[config.mk]
export PLATFORM = sky130hd
export DESIGN_NAME = scan_frame_pingpong_assembler_core
export DESIGN_NICKNAME = d
export VERILOG_FILES = /design/src/hdl/sfpa_pkg.sv /design/src/hdl/sfpa_ram.sv /design/src/hdl/sfpa_fill.sv /design/src/hdl/sfpa_emit.sv /design/src/hdl/scan_frame_pingpong_assembler_core.sv
export SDC_FILE = /design/constraint.sdc
export NUM_CORES = 1
export LEC_CHECK = 0
export BUFFER_PORTS_ARGS = -buffer_cell sky130_fd_sc_hd__buf_2
export CAP_MARGIN = 20
export CELL_PAD_IN_SITES_DETAIL_PLACEMENT = 0
export CELL_PAD_IN_SITES_GLOBAL_PLACEMENT = 1
export CORE_ASPECT_RATIO = 1.25
export CORE_UTILIZATION = 50
export CTS_BUF_LIST = sky130_fd_sc_hd__clkbuf_4 sky130_fd_sc_hd__clkbuf_8
export DETAILED_ROUTE_END_ITERATION = 10
export PLACE_DENSITY_LB_ADDON = 0.1
export SLEW_MARGIN = 40
export SYNTH_ARGS = -nofsm -noshare
export SYNTH_HDL_FRONTEND = slang
export SYNTH_SLANG_ARGS = --single-unit
[constraint.sdc]
create_clock -name i_clk -period 7.17 [get_ports i_clk]
set_clock_uncertainty 0.2 [all_clocks]
set_input_delay 0.3585 -clock i_clk [delete_from_list [all_inputs] [get_ports i_clk]]
set_output_delay 0.3585 -clock i_clk [all_outputs]
set_load 0.01 [all_outputs]
[src/hdl/sfpa_pkg.sv]
`timescale 1ns / 1ps
// ----------------------------------------------------------------------------
// sfpa_pkg
// Shared types and constants of the scan frame ping-pong assembler.
// ----------------------------------------------------------------------------
package sfpa_pkg;

    // Samples per frame
    localparam int FRAME_LEN = 10;

    // Field widths
    localparam int ANGLE_W = 22;
    localparam int RANGE_W = 16;
    localparam int SLOT_W  = 6;

    // Store geometry: two banks of FRAME_LEN entries
    localparam int DEPTH  = 2 * FRAME_LEN;
    localparam int ADDR_W = $clog2(DEPTH);
    localparam int CNT_W  = $clog2(FRAME_LEN);

    typedef logic [ANGLE_W-1:0] t_angle;
    typedef logic [RANGE_W-1:0] t_range;
    typedef logic [SLOT_W-1:0]  t_slot;
    typedef logic [ADDR_W-1:0]  t_addr;
    typedef logic [CNT_W-1:0]   t_cnt;

    // Index of the final slot of a frame
    localparam t_cnt LAST_IDX = CNT_W'(FRAME_LEN - 1);

    // Input beat
    typedef struct packed {
        t_angle scan_angle;
        t_range range_sample;
    } t_in_item;

    // Output beat
    typedef struct packed {
        t_range     range_out;
        t_slot      slot_index;
        t_angle     frame_start_angle;
        t_angle     frame_stop_angle;
        logic       frame_last;
    } t_out_item;

    // Store write port
    typedef struct packed {
        logic   en;
        t_addr  addr;
        t_range data;
    } t_wr_port;

    // Store read port
    typedef struct packed {
        logic  en;
        t_addr addr;
    } t_rd_port;

    // Frame hand-over from fill side to emitter
    typedef struct packed {
        logic   go;
        logic   bank;
        t_angle a_first;
        t_angle a_last;
    } t_frame_start;

    // Base address of a bank plus an offset within it
    function automatic t_addr bank_addr(input logic bank, input t_cnt idx);
        t_addr base;
        base = bank ? t_addr'(FRAME_LEN) : t_addr'(0);
        return base + t_addr'(idx);
    endfunction

endpackage

[src/hdl/sfpa_ram.sv]
`timescale 1ns / 1ps
// ----------------------------------------------------------------------------
// sfpa_ram
// Generic simple dual-port RAM: one write port, one read port, registered
// read data that holds while no read is issued.
// ----------------------------------------------------------------------------
module sfpa_ram #(
    parameter int WIDTH = 16,
    parameter int DEPTH = 2,
    localparam int AW   = $clog2(DEPTH)
) (
    input  logic             i_clk,
    input  logic             i_wr_en,
    input  logic [AW-1:0]    i_wr_addr,
    input  logic [WIDTH-1:0] i_wr_data,
    input  logic             i_rd_en,
    input  logic [AW-1:0]    i_rd_addr,
    output logic [WIDTH-1:0] o_rd_data
);

    logic [WIDTH-1:0] r_mem [DEPTH];
    logic [WIDTH-1:0] r_rd_data;

    // Write port
    always_ff @(posedge i_clk) begin
        if (i_wr_en) begin
            r_mem[i_wr_addr] <= i_wr_data;
        end
    end

    // Registered read
    always_ff @(posedge i_clk) begin
        if (i_rd_en) begin
            r_rd_data <= r_mem[i_rd_addr];
        end
    end

    assign o_rd_data = r_rd_data;

endmodule

[src/hdl/sfpa_fill.sv]
`timescale 1ns / 1ps
// ----------------------------------------------------------------------------
// sfpa_fill
// Fill side: writes each sample's distance into the current bank, keeps the
// frame's first angle and hands a full bank over to the emitter.
// ----------------------------------------------------------------------------
module sfpa_fill (
    input  logic                   i_clk,
    input  logic                   i_rst_n,
    input  logic                   i_valid,
    output logic                   o_stall,
    input  sfpa_pkg::t_in_item     i_item,
    input  logic                   i_em_busy,
    output sfpa_pkg::t_wr_port     o_wr,
    output sfpa_pkg::t_frame_start o_start
);

    logic            r_bank;
    logic            n_bank;
    sfpa_pkg::t_cnt   r_cnt;
    sfpa_pkg::t_cnt   n_cnt;
    sfpa_pkg::t_angle r_first;
    logic            accept;
    logic            frame_end;

    // Hold off the closing beat of a frame while the other bank still drains
    assign o_stall   = i_em_busy && (r_cnt == sfpa_pkg::LAST_IDX);
    assign accept    = i_valid && !o_stall;
    assign frame_end = accept && (r_cnt == sfpa_pkg::LAST_IDX);

    // Slot counter and bank select
    always_comb begin
        n_cnt  = r_cnt;
        n_bank = r_bank;
        if (accept) begin
            if (r_cnt == sfpa_pkg::LAST_IDX) begin
                n_cnt  = '0;
                n_bank = ~r_bank;
            end else begin
                n_cnt = r_cnt + 1'b1;
            end
        end
    end

    always_ff @(posedge i_clk) begin
        if (!i_rst_n) begin
            r_cnt  <= '0;
            r_bank <= 1'b0;
        end else begin
            r_cnt  <= n_cnt;
            r_bank <= n_bank;
        end
    end

    // First angle of the frame
    always_ff @(posedge i_clk) begin
        if (accept && (r_cnt == '0)) begin
            r_first <= i_item.scan_angle;
        end
    end

    // Store write
    assign o_wr.en   = accept;
    assign o_wr.addr = sfpa_pkg::bank_addr(r_bank, r_cnt);
    assign o_wr.data = i_item.range_sample;

    // Hand-over of the completed bank
    assign o_start.go      = frame_end;
    assign o_start.bank    = r_bank;
    assign o_start.a_first = r_first;
    assign o_start.a_last  = i_item.scan_angle;

    // Counter wraps after the closing beat
    a_cnt_wrap: assert property (@(posedge i_clk) disable iff (!i_rst_n)
        frame_end |=> (r_cnt == '0))
        else $error("fill count did not wrap after frame end");

    // Bank flips exactly at frame end
    a_bank_flip: assert property (@(posedge i_clk) disable iff (!i_rst_n)
        frame_end |=> (r_bank != $past(r_bank)))
        else $error("bank did not swap at frame end");

    // No hand-over while the emitter is still draining
    a_no_overrun: assert property (@(posedge i_clk) disable iff (!i_rst_n)
        frame_end |-> !i_em_busy)
        else $error("frame handed over to busy emitter");

endmodule

[src/hdl/sfpa_emit.sv]
`timescale 1ns / 1ps
// ----------------------------------------------------------------------------
// sfpa_emit
// Emitter: reads a full bank out of the store, forward or reversed, one slot
// per beat. The store's read register doubles as the output register.
// ----------------------------------------------------------------------------
module sfpa_emit (
    input  logic                   i_clk,
    input  logic                   i_rst_n,
    input  sfpa_pkg::t_frame_start i_start,
    output logic                   o_busy,
    output sfpa_pkg::t_rd_port     o_rd,
    input  sfpa_pkg::t_range       i_rd_data,
    output logic                   o_valid,
    input  logic                   i_stall,
    output sfpa_pkg::t_out_item    o_res
);

    logic             r_busy;
    logic             n_busy;
    logic             r_out_vld;
    logic             n_out_vld;
    sfpa_pkg::t_cnt   r_k;
    sfpa_pkg::t_cnt   n_k;
    logic             r_bank;
    logic             r_rev;
    sfpa_pkg::t_angle r_a_lo;
    sfpa_pkg::t_angle r_a_hi;
    sfpa_pkg::t_slot  r_out_slot;
    sfpa_pkg::t_angle r_out_lo;
    sfpa_pkg::t_angle r_out_hi;
    logic             r_out_last;
    logic             issue;
    logic             rev_in;
    sfpa_pkg::t_cnt   src;

    // While busy, a read is issued whenever the output stage is free or being taken
    assign issue  = r_busy && (!r_out_vld || !i_stall);
    assign rev_in = i_start.a_first > i_start.a_last;
    assign src    = r_rev ? (sfpa_pkg::LAST_IDX - r_k) : r_k;

    assign o_rd.en   = issue;
    assign o_rd.addr = sfpa_pkg::bank_addr(r_bank, src);

    // Control
    always_comb begin
        n_busy    = r_busy;
        n_k       = r_k;
        n_out_vld = r_out_vld;
        if (issue) begin
            n_out_vld = 1'b1;
            n_k       = r_k + 1'b1;
            if (r_k == sfpa_pkg::LAST_IDX) begin
                n_busy = 1'b0;
            end
        end else if (r_out_vld && !i_stall) begin
            n_out_vld = 1'b0;
        end
        if (i_start.go) begin
            n_busy = 1'b1;
            n_k    = '0;
        end
    end

    always_ff @(posedge i_clk) begin
        if (!i_rst_n) begin
            r_busy    <= 1'b0;
            r_k       <= '0;
            r_out_vld <= 1'b0;
        end else begin
            r_busy    <= n_busy;
            r_k       <= n_k;
            r_out_vld <= n_out_vld;
        end
    end

    // Frame context, sorted so that start <= stop
    always_ff @(posedge i_clk) begin
        if (i_start.go) begin
            r_bank <= i_start.bank;
            r_rev  <= rev_in;
            r_a_lo <= rev_in ? i_start.a_last  : i_start.a_first;
            r_a_hi <= rev_in ? i_start.a_first : i_start.a_last;
        end
    end

    // Sideband of the output beat, loaded alongside the read data
    always_ff @(posedge i_clk) begin
        if (issue) begin
            r_out_slot <= sfpa_pkg::t_slot'(r_k);
            r_out_lo   <= r_a_lo;
            r_out_hi   <= r_a_hi;
            r_out_last <= (r_k == sfpa_pkg::LAST_IDX);
        end
    end

    assign o_busy                  = r_busy;
    assign o_valid                 = r_out_vld;
    assign o_res.range_out         = i_rd_data;
    assign o_res.slot_index        = r_out_slot;
    assign o_res.frame_start_angle = r_out_lo;
    assign o_res.frame_stop_angle  = r_out_hi;
    assign o_res.frame_last        = r_out_last;

    // Slot counter stays inside the frame
    a_k_range: assert property (@(posedge i_clk) disable iff (!i_rst_n)
        r_busy |-> (r_k <= sfpa_pkg::LAST_IDX))
        else $error("emit slot counter out of range");

    // Emitter goes idle right after the final slot is read
    a_done: assert property (@(posedge i_clk) disable iff (!i_rst_n)
        (issue && (r_k == sfpa_pkg::LAST_IDX) && !i_start.go) |=> !r_busy)
        else $error("emitter still busy after final slot");

    // Beats carry ordered angles
    a_order: assert property (@(posedge i_clk) disable iff (!i_rst_n)
        r_out_vld |-> (r_out_lo <= r_out_hi))
        else $error("frame start angle above stop angle");

endmodule

[src/hdl/scan_frame_pingpong_assembler_core.sv]
`timescale 1ns / 1ps
// ----------------------------------------------------------------------------
// scan_frame_pingpong_assembler_core
// Collects (angle, distance) samples into frames in a two-bank store and
// emits each full frame in ascending angle order.
// ----------------------------------------------------------------------------
// Input channel (i_valid / o_stall / i_item): one sample per beat. Its
// distance goes to the next slot of the current fill bank.
// Output channel (o_valid / i_stall / o_res): after every FRAME_LEN samples
// the full bank is read out as FRAME_LEN beats, slot_index 0 upwards, with
// frame_last on the final beat. Distances are reversed and angles swapped
// when the first angle exceeds the last.
// Readout: once the closing sample is taken the emitter goes busy and issues
// store reads, one beat per cycle while i_stall is low; each beat is one store read.
// Throughput: one sample per cycle within a frame. Filling one bank overlaps
// the readout of the other; o_stall rises only on the closing sample of a
// frame while reads of the previous frame are still being issued. The last
// read overlaps that sample's cycle, so in a steady stream with a free
// receiver the closing sample of each frame stalls while that read is issued.
// Reset: fill count and bank select clear, no frame pending; store contents
// are not cleared. A stalled receiver holds the current beat and the
// emitter issues no further reads until it is taken.
// ----------------------------------------------------------------------------
module scan_frame_pingpong_assembler_core (
    input  logic                i_clk,
    input  logic                i_rst_n,
    input  logic                i_valid,
    output logic                o_stall,
    input  sfpa_pkg::t_in_item  i_item,
    output logic                o_valid,
    input  logic                i_stall,
    output sfpa_pkg::t_out_item o_res
);

    sfpa_pkg::t_wr_port     wr;
    sfpa_pkg::t_rd_port     rd;
    sfpa_pkg::t_frame_start start;
    sfpa_pkg::t_range       rd_data;
    logic                   em_busy;

    // Fill side
    sfpa_fill u_fill (
        .i_clk     (i_clk),
        .i_rst_n   (i_rst_n),
        .i_valid   (i_valid),
        .o_stall   (o_stall),
        .i_item    (i_item),
        .i_em_busy (em_busy),
        .o_wr      (wr),
        .o_start   (start)
    );

    // Two-bank sample store
    sfpa_ram #(
        .WIDTH (sfpa_pkg::RANGE_W),
        .DEPTH (sfpa_pkg::DEPTH)
    ) u_store (
        .i_clk     (i_clk),
        .i_wr_en   (wr.en),
        .i_wr_addr (wr.addr),
        .i_wr_data (wr.data),
        .i_rd_en   (rd.en),
        .i_rd_addr (rd.addr),
        .o_rd_data (rd_data)
    );

    // Frame readout
    sfpa_emit u_emit (
        .i_clk     (i_clk),
        .i_rst_n   (i_rst_n),
        .i_start   (start),
        .o_busy    (em_busy),
        .o_rd      (rd),
        .i_rd_data (rd_data),
        .o_valid   (o_valid),
        .i_stall   (i_stall),
        .o_res     (o_res)
    );

endmodule

# == After elaboration in Yosys (flattened, before gate mapping) ==
# Memories as Yosys holds them, arrays and structs flattened. A register that Yosys moved wholly into a read port is not among the register bits.
# Index checks and enable logic that the tools add are counted.
# op_classes
addsub,5
n_lt_le_gt_ge,1
n_eq_ne,2
mux,13
bitwise_logic,2
n_reduce_logical,17
# ops
op,n
$mux 22,2
$gt 22x22->1,1
$mux 4,4
$add 5x4->5,2
$add 4x1->4 const B,2
$eq 4x4->1 const B,2
$mux 1,7
$logic_and 1x1->1,6
$reduce_bool 2->1,3
$logic_not 4->1,1
$reduce_and 2->1,2
$sub 4x4->4 const A,1
$logic_not 1->1,3
$not 1->1,2
$reduce_or 2->1,1
$logic_or 1x1->1,1
# word_totals
ff_bits,128
ram_bits,320
input_bits,42
out_inout_bits,69
word_cells,55
n_memories,1
# memory_table
memory,depth,width,read_ports,rd_clocked_by_memory_dff,write_ports,line,text
u_store.r_mem,20,16,1,1,1,sfpa_ram.sv:21,logic [WIDTH-1:0] r_mem [DEPTH];

# == Longest topological paths before layout ==
# Gate-level depths: netlist (run 1).
# logic_depth
word_depth,7
depth_mapped,12
ltp_nobuf,10

# == By module ==
# From an unflattened synthesis (run 1), not the netlist that was laid out.
# hier_totals
cells_unflattened,1068
area_unflattened_um2,18729.2
# modules_own_cells
mod,n_inst,cells_per_inst,area_each_um2,seq_area_each_um2
sfpa_ram,1,682,12941.2,10089.7
sfpa_emit,1,287,4485.6,2972.9
sfpa_fill,1,99,1302.5,760.7

# == Worst setup path after synthesis (run 1) ==
# OpenSTA, ideal clock, no wires.
# synth_timing
kind,input -> register
from,in i_stall
to,reg u_emit.r_k[3]
setup_ns,0.064
arrival_time_ns,3.082
setup_slack_ns,3.824
stages,6
path_buffers,1
cell_sequence,and2_1 nor2b_1 clkbuf_1 nand3_1 xor2_1 nor2_1
# synth_between
elab_chain_cells,3
# synth_lines
item,line,text
from (decl),scan_frame_pingpong_assembler_core.sv:31,"input logic i_stall,"
$logic_not 1->1,sfpa_emit.sv:38,assign issue = r_busy && (!r_out_vld || !i_stall);
$logic_or 1x1->1,sfpa_emit.sv:38,
$logic_and 1x1->1,sfpa_emit.sv:38,
via u_emit.issue,sfpa_emit.sv:33,logic issue;
to (signal assigned),sfpa_emit.sv:72,r_k <= n_k;
to (decl),sfpa_emit.sv:23,sfpa_pkg::t_cnt r_k;
# The timed path passes the listed nets, and every way through them passes these cells.
# A chain may end at the register's enable or synchronous reset.

# == Worst setup path in the final report (run 1) ==
# layout_timing
from,reg u_emit.r_k[1]
to,"reg u_store.r_rd_data[2], in the netlist u_store.o_rd_data[2] (read register of u_store.r_mem) (data pin)"
# layout_between
elab_chain_cells,3
# layout_lines
item,line,text
$sub 4x4->4,sfpa_emit.sv:40,assign src = r_rev ? (sfpa_pkg::LAST_IDX - r_k) : r_k;
$mux 4 *,sfpa_emit.sv:40,
$add 5x4->5 *,sfpa_pkg.sv:70,return base + t_addr'(idx);
to (decl),sfpa_ram.sv:22,logic [WIDTH-1:0] r_rd_data;
# Every way passes the cells marked *; elsewhere a longest branch is shown, timed or not.

==> results of run 1 <==
through the flow:
stage | hold WS, ns | setup WS, ns | instance area, µm² | utilization [%] | cells
floorplan | 0.200 | 3.82 | 19200 | - | 1361
global placement | 0.202 | 3.84 | 20400 | 54.2 | 1909
detailed placement | 0.205 | 3.79 | 20400 | 54.3 | 1911
CTS | 0.0714 | 3.78 | 22300 | 59.5 | 2081
global route | 0.131 | 3.83 | 22400 | 59.5 | 2081
finish | 0.120 | 4.04 | 22400 | 59.5 | 2081
cells by family after synthesis:
kind of cell | Yosys count | share of synthesized area, %
AO/OA/AOI/OAI | 105 | 5.09
XOR/XNOR | 10 | 0.495
adder cells (fa/ha/maj) | 31 | 2.02
buffers and inverters | 110 | 2.65
flip-flops | 464 | 71.9
multiplexers | 50 | 3.65
other | 1 | 0.0195
AND/OR/NAND/NOR | 589 | 14.2
worst min-delay path, cell delays in order:
cell,delay [ns]
buf_2,0.09
and2_1,0.19
o21ai_0,0.15
a21boi_0,0.07
cell type report:
cell class	instances	area [µm²]
Tap cell	486	608
Timing Repair Buffer	186	1250
Multi-Input combinational cell	787	5030
Sequential cell	464	13800
Inverter	29	111
Clock inverter	34	339
Fill cell	3027	15200
Clock buffer	95	1180
cells in the final DEF (no fill, tap or decap), drive strengths merged, types with 2 or more instances in the layout:
cell         count
edfxtp         453
nand2          316
buf            145
clkbuf          95
nand3           86
nand4           82
and2            50
o211ai          44
dlygate4sd3     41
nor2            37
mux2i           33
a32oi           32
ha              31
inv             30
clkinv          24
mux4            16
a21oi           13
dfxtp           11
o21ai            7
bufinv           7
xnor2            7
nor2b            5
nor3             3
xor2             3
o21a             2
a21boi           2
nand2b           2
or3              2
conb             2
clkinvlp         2
and4             2
sequential cells by signal, indices dropped and copies added (netlist names), 4 cells and up:
name	flops
u_emit.r_a_lo	22
u_fill.r_cnt	4
u_emit.r_a_hi	22
u_emit.r_k	4
u_emit.r_out_lo	22
u_emit.r_out_slot	4
u_store.r_mem	320
u_emit.r_out_hi	22
u_store.o_rd_data	16
u_fill.r_first	22
power breakdown:
part / leakage (nW) / internal (mW) / total [mW] / switching [mW]
logic: 2.97 / 0.0957 / 0.238 / 0.143
registers: 4.19 / 3.00 / 3.02 / 0.0130
clock network: 0.801 / 1.33 / 2.34 / 1.01
total: 7.95 / 4.43 / 5.59 / 1.16
worst paths after layout:
path                     start                   end  slack (ns)  cells after the start
max              u_emit.r_k[1]  u_store.o_rd_data[2]        4.04                     10
min reg2reg  u_emit.r_a_hi[21]   u_emit.r_out_hi[21]        0.20                      0
max reg2reg      u_emit.r_k[1]  u_store.o_rd_data[2]        4.04                     10
min                    i_stall         u_emit.o_busy        0.12                      4
what timing repair did:
item / in CTS / in global routing
hold buffers: 41 / 0
hold endpoints to repair: 397 / 0
setup buffers: 0 / 0
per-layer routing:
metal  GRT usage [%]  wire (µm)  vias up
li1                -          -     5447
met1            29.3      18100     5869
met2            42.1      24100      330
met3            4.14       2490       61
met4            8.24        969        0
met5               0          0        -
==> results.toml, run 1 <==
[run_status]
status = "completed"

[placement]
place_hpwl_um = 26400
gp_congestion = 0.767
io_buffer_count = 108

[worst_setup_path]
criticalPathCategory = "reg -> reg"
path_buf_inv = 2
critPathTopFamily = "simple AND/OR/NAND/NOR gates"
worstSetupStartpointType = "flip-flop"
cp_max_fo = 18
cp_data_required_time_ns = 7.32
cp_cell_sequence = "inv_1 > ha_1 > mux2_2 > ha_1 > xor2_1 > nor2_4 > buf_4 > a32oi_1 > nand4_1 > nand3_1"
cp_common_cell = "ha_1"
crit_slowest_cell = "nor2_4"
worstPathArrival_ns = 3.27
cp-end-kind = "flip-flop"
slowest_delay_ns = 0.43

[floorplanning]
coreArea_um2 = 37600
die_h_um = 221
io-pin-count = 111
dieArea_um2 = 39200
die_x_um = 177
rows = 79
start_util_pct = 51.2

[synth]
netlist_area_um2 = 19200
ys_seq_elements = 464
avgSynthCellArea_um2 = 14.1
netlist_instances = 1360
yosysMostFrequentCell = "edfxtp_1"
synth_edf_count = 453
netlist_top_cells_count = "453 x edfxtp_1, 316 x nand2_1, 86 x nand3_1, 81 x nand4_1, 50 x and2_1"
yosysUniqueCellTypes = 45
async_flop_share_pct = 0
yosysWarningCount = 0
synthFlopType = "edfxtp_1"
yosys-top-cells-area = "edfxtp_1 71%, nand2_1 6.2%, nand4_1 2.6%, o211ai_2 2.5%, nand3_1 2.2%"
synth_top_area_share_pct = 70.7
synth_top_cell_by_area = "edfxtp_1"
ys_seq_area_share_pct = 71.9

[clock_tree]
cts_resized = 0
clk_transition_reported_paths_ns = 0.06
clock-sinks = 464
ctsLongestPathBuffers = 3
worstSkewPairLatency_ns = 0.61
cts.root.buffer_cell = "clkbuf_8"
cts_tree = "done"
htreeDepth = 3
cts_buffers = 72

[power_and_ir_drop]
powerDensity_nw_per_um2 = 250
power_mw = 5.59
vdd.ir_drop.worst_uv = 179
p_leak_nw = 7.95

[timing]
fmax_mhz = 320
report.final.hold_viol_count = 0
final.setup.tns_ns = 0
setup_violations = 0
relSlewSlack_pct = 41.0
finalCriticalPeriod_ns = 3.13
post-route-period-util_pct = 43.6
rsz0062_at_grt = "no"
worstMarginPinSlew_ns = 0.886
drv_slew = 0

[layout]
syn2layout_area_growth_pct = 16.2
drive_gt1_share_pct = 22.0
fin_nets = 1613
insertedDiodeCount = 0

[run]
max_cap_viol_count = 0

[grt]
grt_first_pass_wirelength_um = 69800
antenna_found_initial = 0
grt_pass1_vias = 11900
grt_max_degree = 145
grt_overflow = 0
grt.total_usage_pct = 23.9

[routing]
finalWirelength_um = 45700
initialDrtViolationCount = 851
drc = 0
ant_nets = 0
vias = 11700
wl_per_cell_um = 21.9
drtPass1Iterations = 5
vias_per_cell = 5.63

[hold_path]
hold_path.class = "in -> reg"
Power figures use the tool's default switching activity.
==> inputs of run 2 (changes only) <==
--- a/config.mk
+++ b/config.mk
@@ -10,7 +10,7 @@
 export CELL_PAD_IN_SITES_DETAIL_PLACEMENT = 0
 export CELL_PAD_IN_SITES_GLOBAL_PLACEMENT = 1
 export CORE_ASPECT_RATIO = 1.25
-export CORE_UTILIZATION = 50
+export CORE_UTILIZATION = 48
 export CTS_BUF_LIST = sky130_fd_sc_hd__clkbuf_4 sky130_fd_sc_hd__clkbuf_8
 export DETAILED_ROUTE_END_ITERATION = 10
 export PLACE_DENSITY_LB_ADDON = 0.1
==> constraint.sdc (replaced) <==
create_clock -name i_clk -period 2.55 [get_ports i_clk]
set_clock_uncertainty 0.2 [all_clocks]
set_input_delay 0.1275 -clock i_clk [delete_from_list [all_inputs] [get_ports i_clk]]
set_output_delay 0.1275 -clock i_clk [all_outputs]
set_load 0.01 [all_outputs]
==> results.toml, run 2 (synthesized netlist as in run 1, its figures left out) <==
[run_status]
status = "complete, but fails checks"
violations = "setup timing"

[placement]
gp_congestion = 0.793
place_hpwl_um = 27100
io_buffer_count = 108

[grt]
grt_first_pass_wirelength_um = 73100
grtUsageMet2_pct = 43.1
grt.total_usage_pct = 24.3
use_met1_pct = 29.6
antenna_found_initial = 0
grt_max_degree = 45
busiest_layer = "met2"
grt_pass1_vias = 12100
use_met3_pct = 3.74
grt_overflow = 0

[worst_setup_path]
reg2reg_slack_ns = -0.02
slowest_delay_ns = 0.32
worst-path-stages = 12
r2r_cells = 12
criticalPathCategory = "reg -> reg"
cp-end-kind = "flip-flop"
path_buf_inv = 3
critPathTopFamily = "simple AND/OR/NAND/NOR gates"
cp_max_fo = 16
cp_data_required_time_ns = 2.72
worstSetupStartpointType = "flip-flop"
crit_slowest_cell = "dfxtp_2"
worstPathArrival_ns = 2.74
cp_cell_sequence = "inv_2 > ha_4 > nand2_4 > xnor2_4 > ha_4 > buf_4 > xor2_4 > and2_4 > buf_16 > nand3_1 > nand4_1 > nand3_1"

[timing]
report.final.hold_viol_count = 0
worstMarginPinSlew_ns = 0.574
post-route-period-util_pct = 101
setup_ws_ns = -0.0237
finalCriticalPeriod_ns = 2.57
relSlewSlack_pct = 61.7
rsz0062_at_grt = "yes"
whs_ns = 0.0851
setup_violations = 9
fmax_mhz = 389
drv_slew = 0

[floorplanning]
start_util_pct = 48.9
coreArea_um2 = 39300
dieArea_um2 = 40900
die_x_um = 181
die_h_um = 226
rows = 81
io-pin-count = 111

[clock_tree]
htreeDepth = 3
clk_transition_reported_paths_ns = 0.06
cts_buffers = 75
worstSkewPairLatency_ns = 0.63
ctsLongestPathBuffers = 3
cts.root.buffer_cell = "clkbuf_8"
cts_tree = "done"
clock-sinks = 464

[routing]
vias_per_cell = 5.63
vias = 12300
initialDrtViolationCount = 937
ant_nets = 0
drtPass1Iterations = 7
wl_per_cell_um = 22.9
drc = 0
finalWirelength_um = 50100

[layout]
final_common_cell = "edfxtp_1"
syn2layout_area_growth_pct = 25.4
final_cell_mix = "453 x edfxtp_1, 314 x nand2_1, 108 x buf_2"
fin_nets = 1712
insertedDiodeCount = 0
final_util_pct = 61.3
drive_gt1_share_pct = 29.1
largest_reg_flops = 320
fill_cells = 3064
regMostFlops = "u_store.r_mem"

[power_and_ir_drop]
p_leak_nw = 8.67
powerDensity_nw_per_um2 = 656
swShare_pct = 21.2
power.switching_mw = 3.35
p_int_mw = 12.5
seqPwrFrac_pct = 53.6
p_comb_share_pct = 5.3
vdd.ir_drop.worst_uv = 475
p_clk_share_pct = 41.1

[hold_path]
hold_depth = 2
hold_path.class = "in -> reg"

[run]
max_cap_viol_count = 0
-- run 2: changes by cell type in the layout (fill, tap and decap cells not counted), moves of 9 or more --
cell / before / now
clkbuf_4: 20 / 29
nand3_1: 86 / 68
buf_4: 34 / 69
clkinv_2: 12 / 3
nand3_2: 0 / 18
buf_6: 1 / 10
buf_12: 1 / 38
-- run 2: layout make-up --
type,instances,area (µm²),area share (%)
well taps,498,623,2.58
multi-input cells,788,5360,22.2
clock inverters,25,224,0.929
clock buffers,106,1280,5.30
flip-flops and latches,464,13800,57.3
inverters,29,109,0.452
repair buffers,281,2690,11.1
-- run 2: power by group through the flow --
stage               clock, mW  sequential, mW  combinational [mW]
floorplan                   0            8.64               0.405
global placement            0            8.64               0.685
detailed placement          0            8.64               0.695
CTS                      6.63            8.48               0.752
global route             6.94            8.48               0.911
finish                   6.50            8.48               0.832
-- run 2: metal layers --
metal  up-vias  part of all wire (%)  wire [µm]
met5         -                     0          0
met4         0                   3.4       1690
met3        97                   5.7       2860
met2       444                    52      25900
met1      6121                    39      19700
li1       5663                     -          -
-- run 2: worst register-to-register path, cell delays in order (launching register included) --
cell	delay, ns
dfxtp_2	0.32
inv_2	0.07
ha_4	0.15
nand2_4	0.07
xnor2_4	0.16
ha_4	0.28
buf_4	0.13
xor2_4	0.18
and2_4	0.28
buf_16	0.21
nand3_1	0.10
nand4_1	0.11
nand3_1	0.07
-- run 2: path summary, 6_finish.rpt --
kind	startpoint	endpoint
worst min-delay path	i_item[19]	u_fill.r_first[3]
worst max register to register	u_emit.r_k[2]	u_store.o_rd_data[12]
worst min register to register	u_emit.r_a_hi[20]	u_emit.r_out_hi[20]
worst max-delay path	u_emit.r_k[2]	u_store.o_rd_data[12]
-- run 2: stage by stage --
step	total power, mW	TNS (ns)	instance area (µm²)	instances	worst slack [ns]
3_5_place_dp	9.33	-1.48	21300	1985	-0.0640
2_1_floorplan	9.04	0	19300	1361	0.00708
6_report	15.8	-0.123	24100	2191	-0.0237
4_1_cts	15.9	0	23600	2174	0.00764
3_3_place_gp	9.32	-0.0691	21300	1985	-0.0185
5_1_grt	16.3	-2.06	24100	2191	-0.118
-- run 2: timing repair --
action,4_1_cts,5_1_grt
hold endpoints to repair,400,0
cloned,7,8
hold buffers,42,0
pin swaps,3,46
endpoints found under the setup margin,49,60
resized for setup,37,52
buffers inserted,9,11
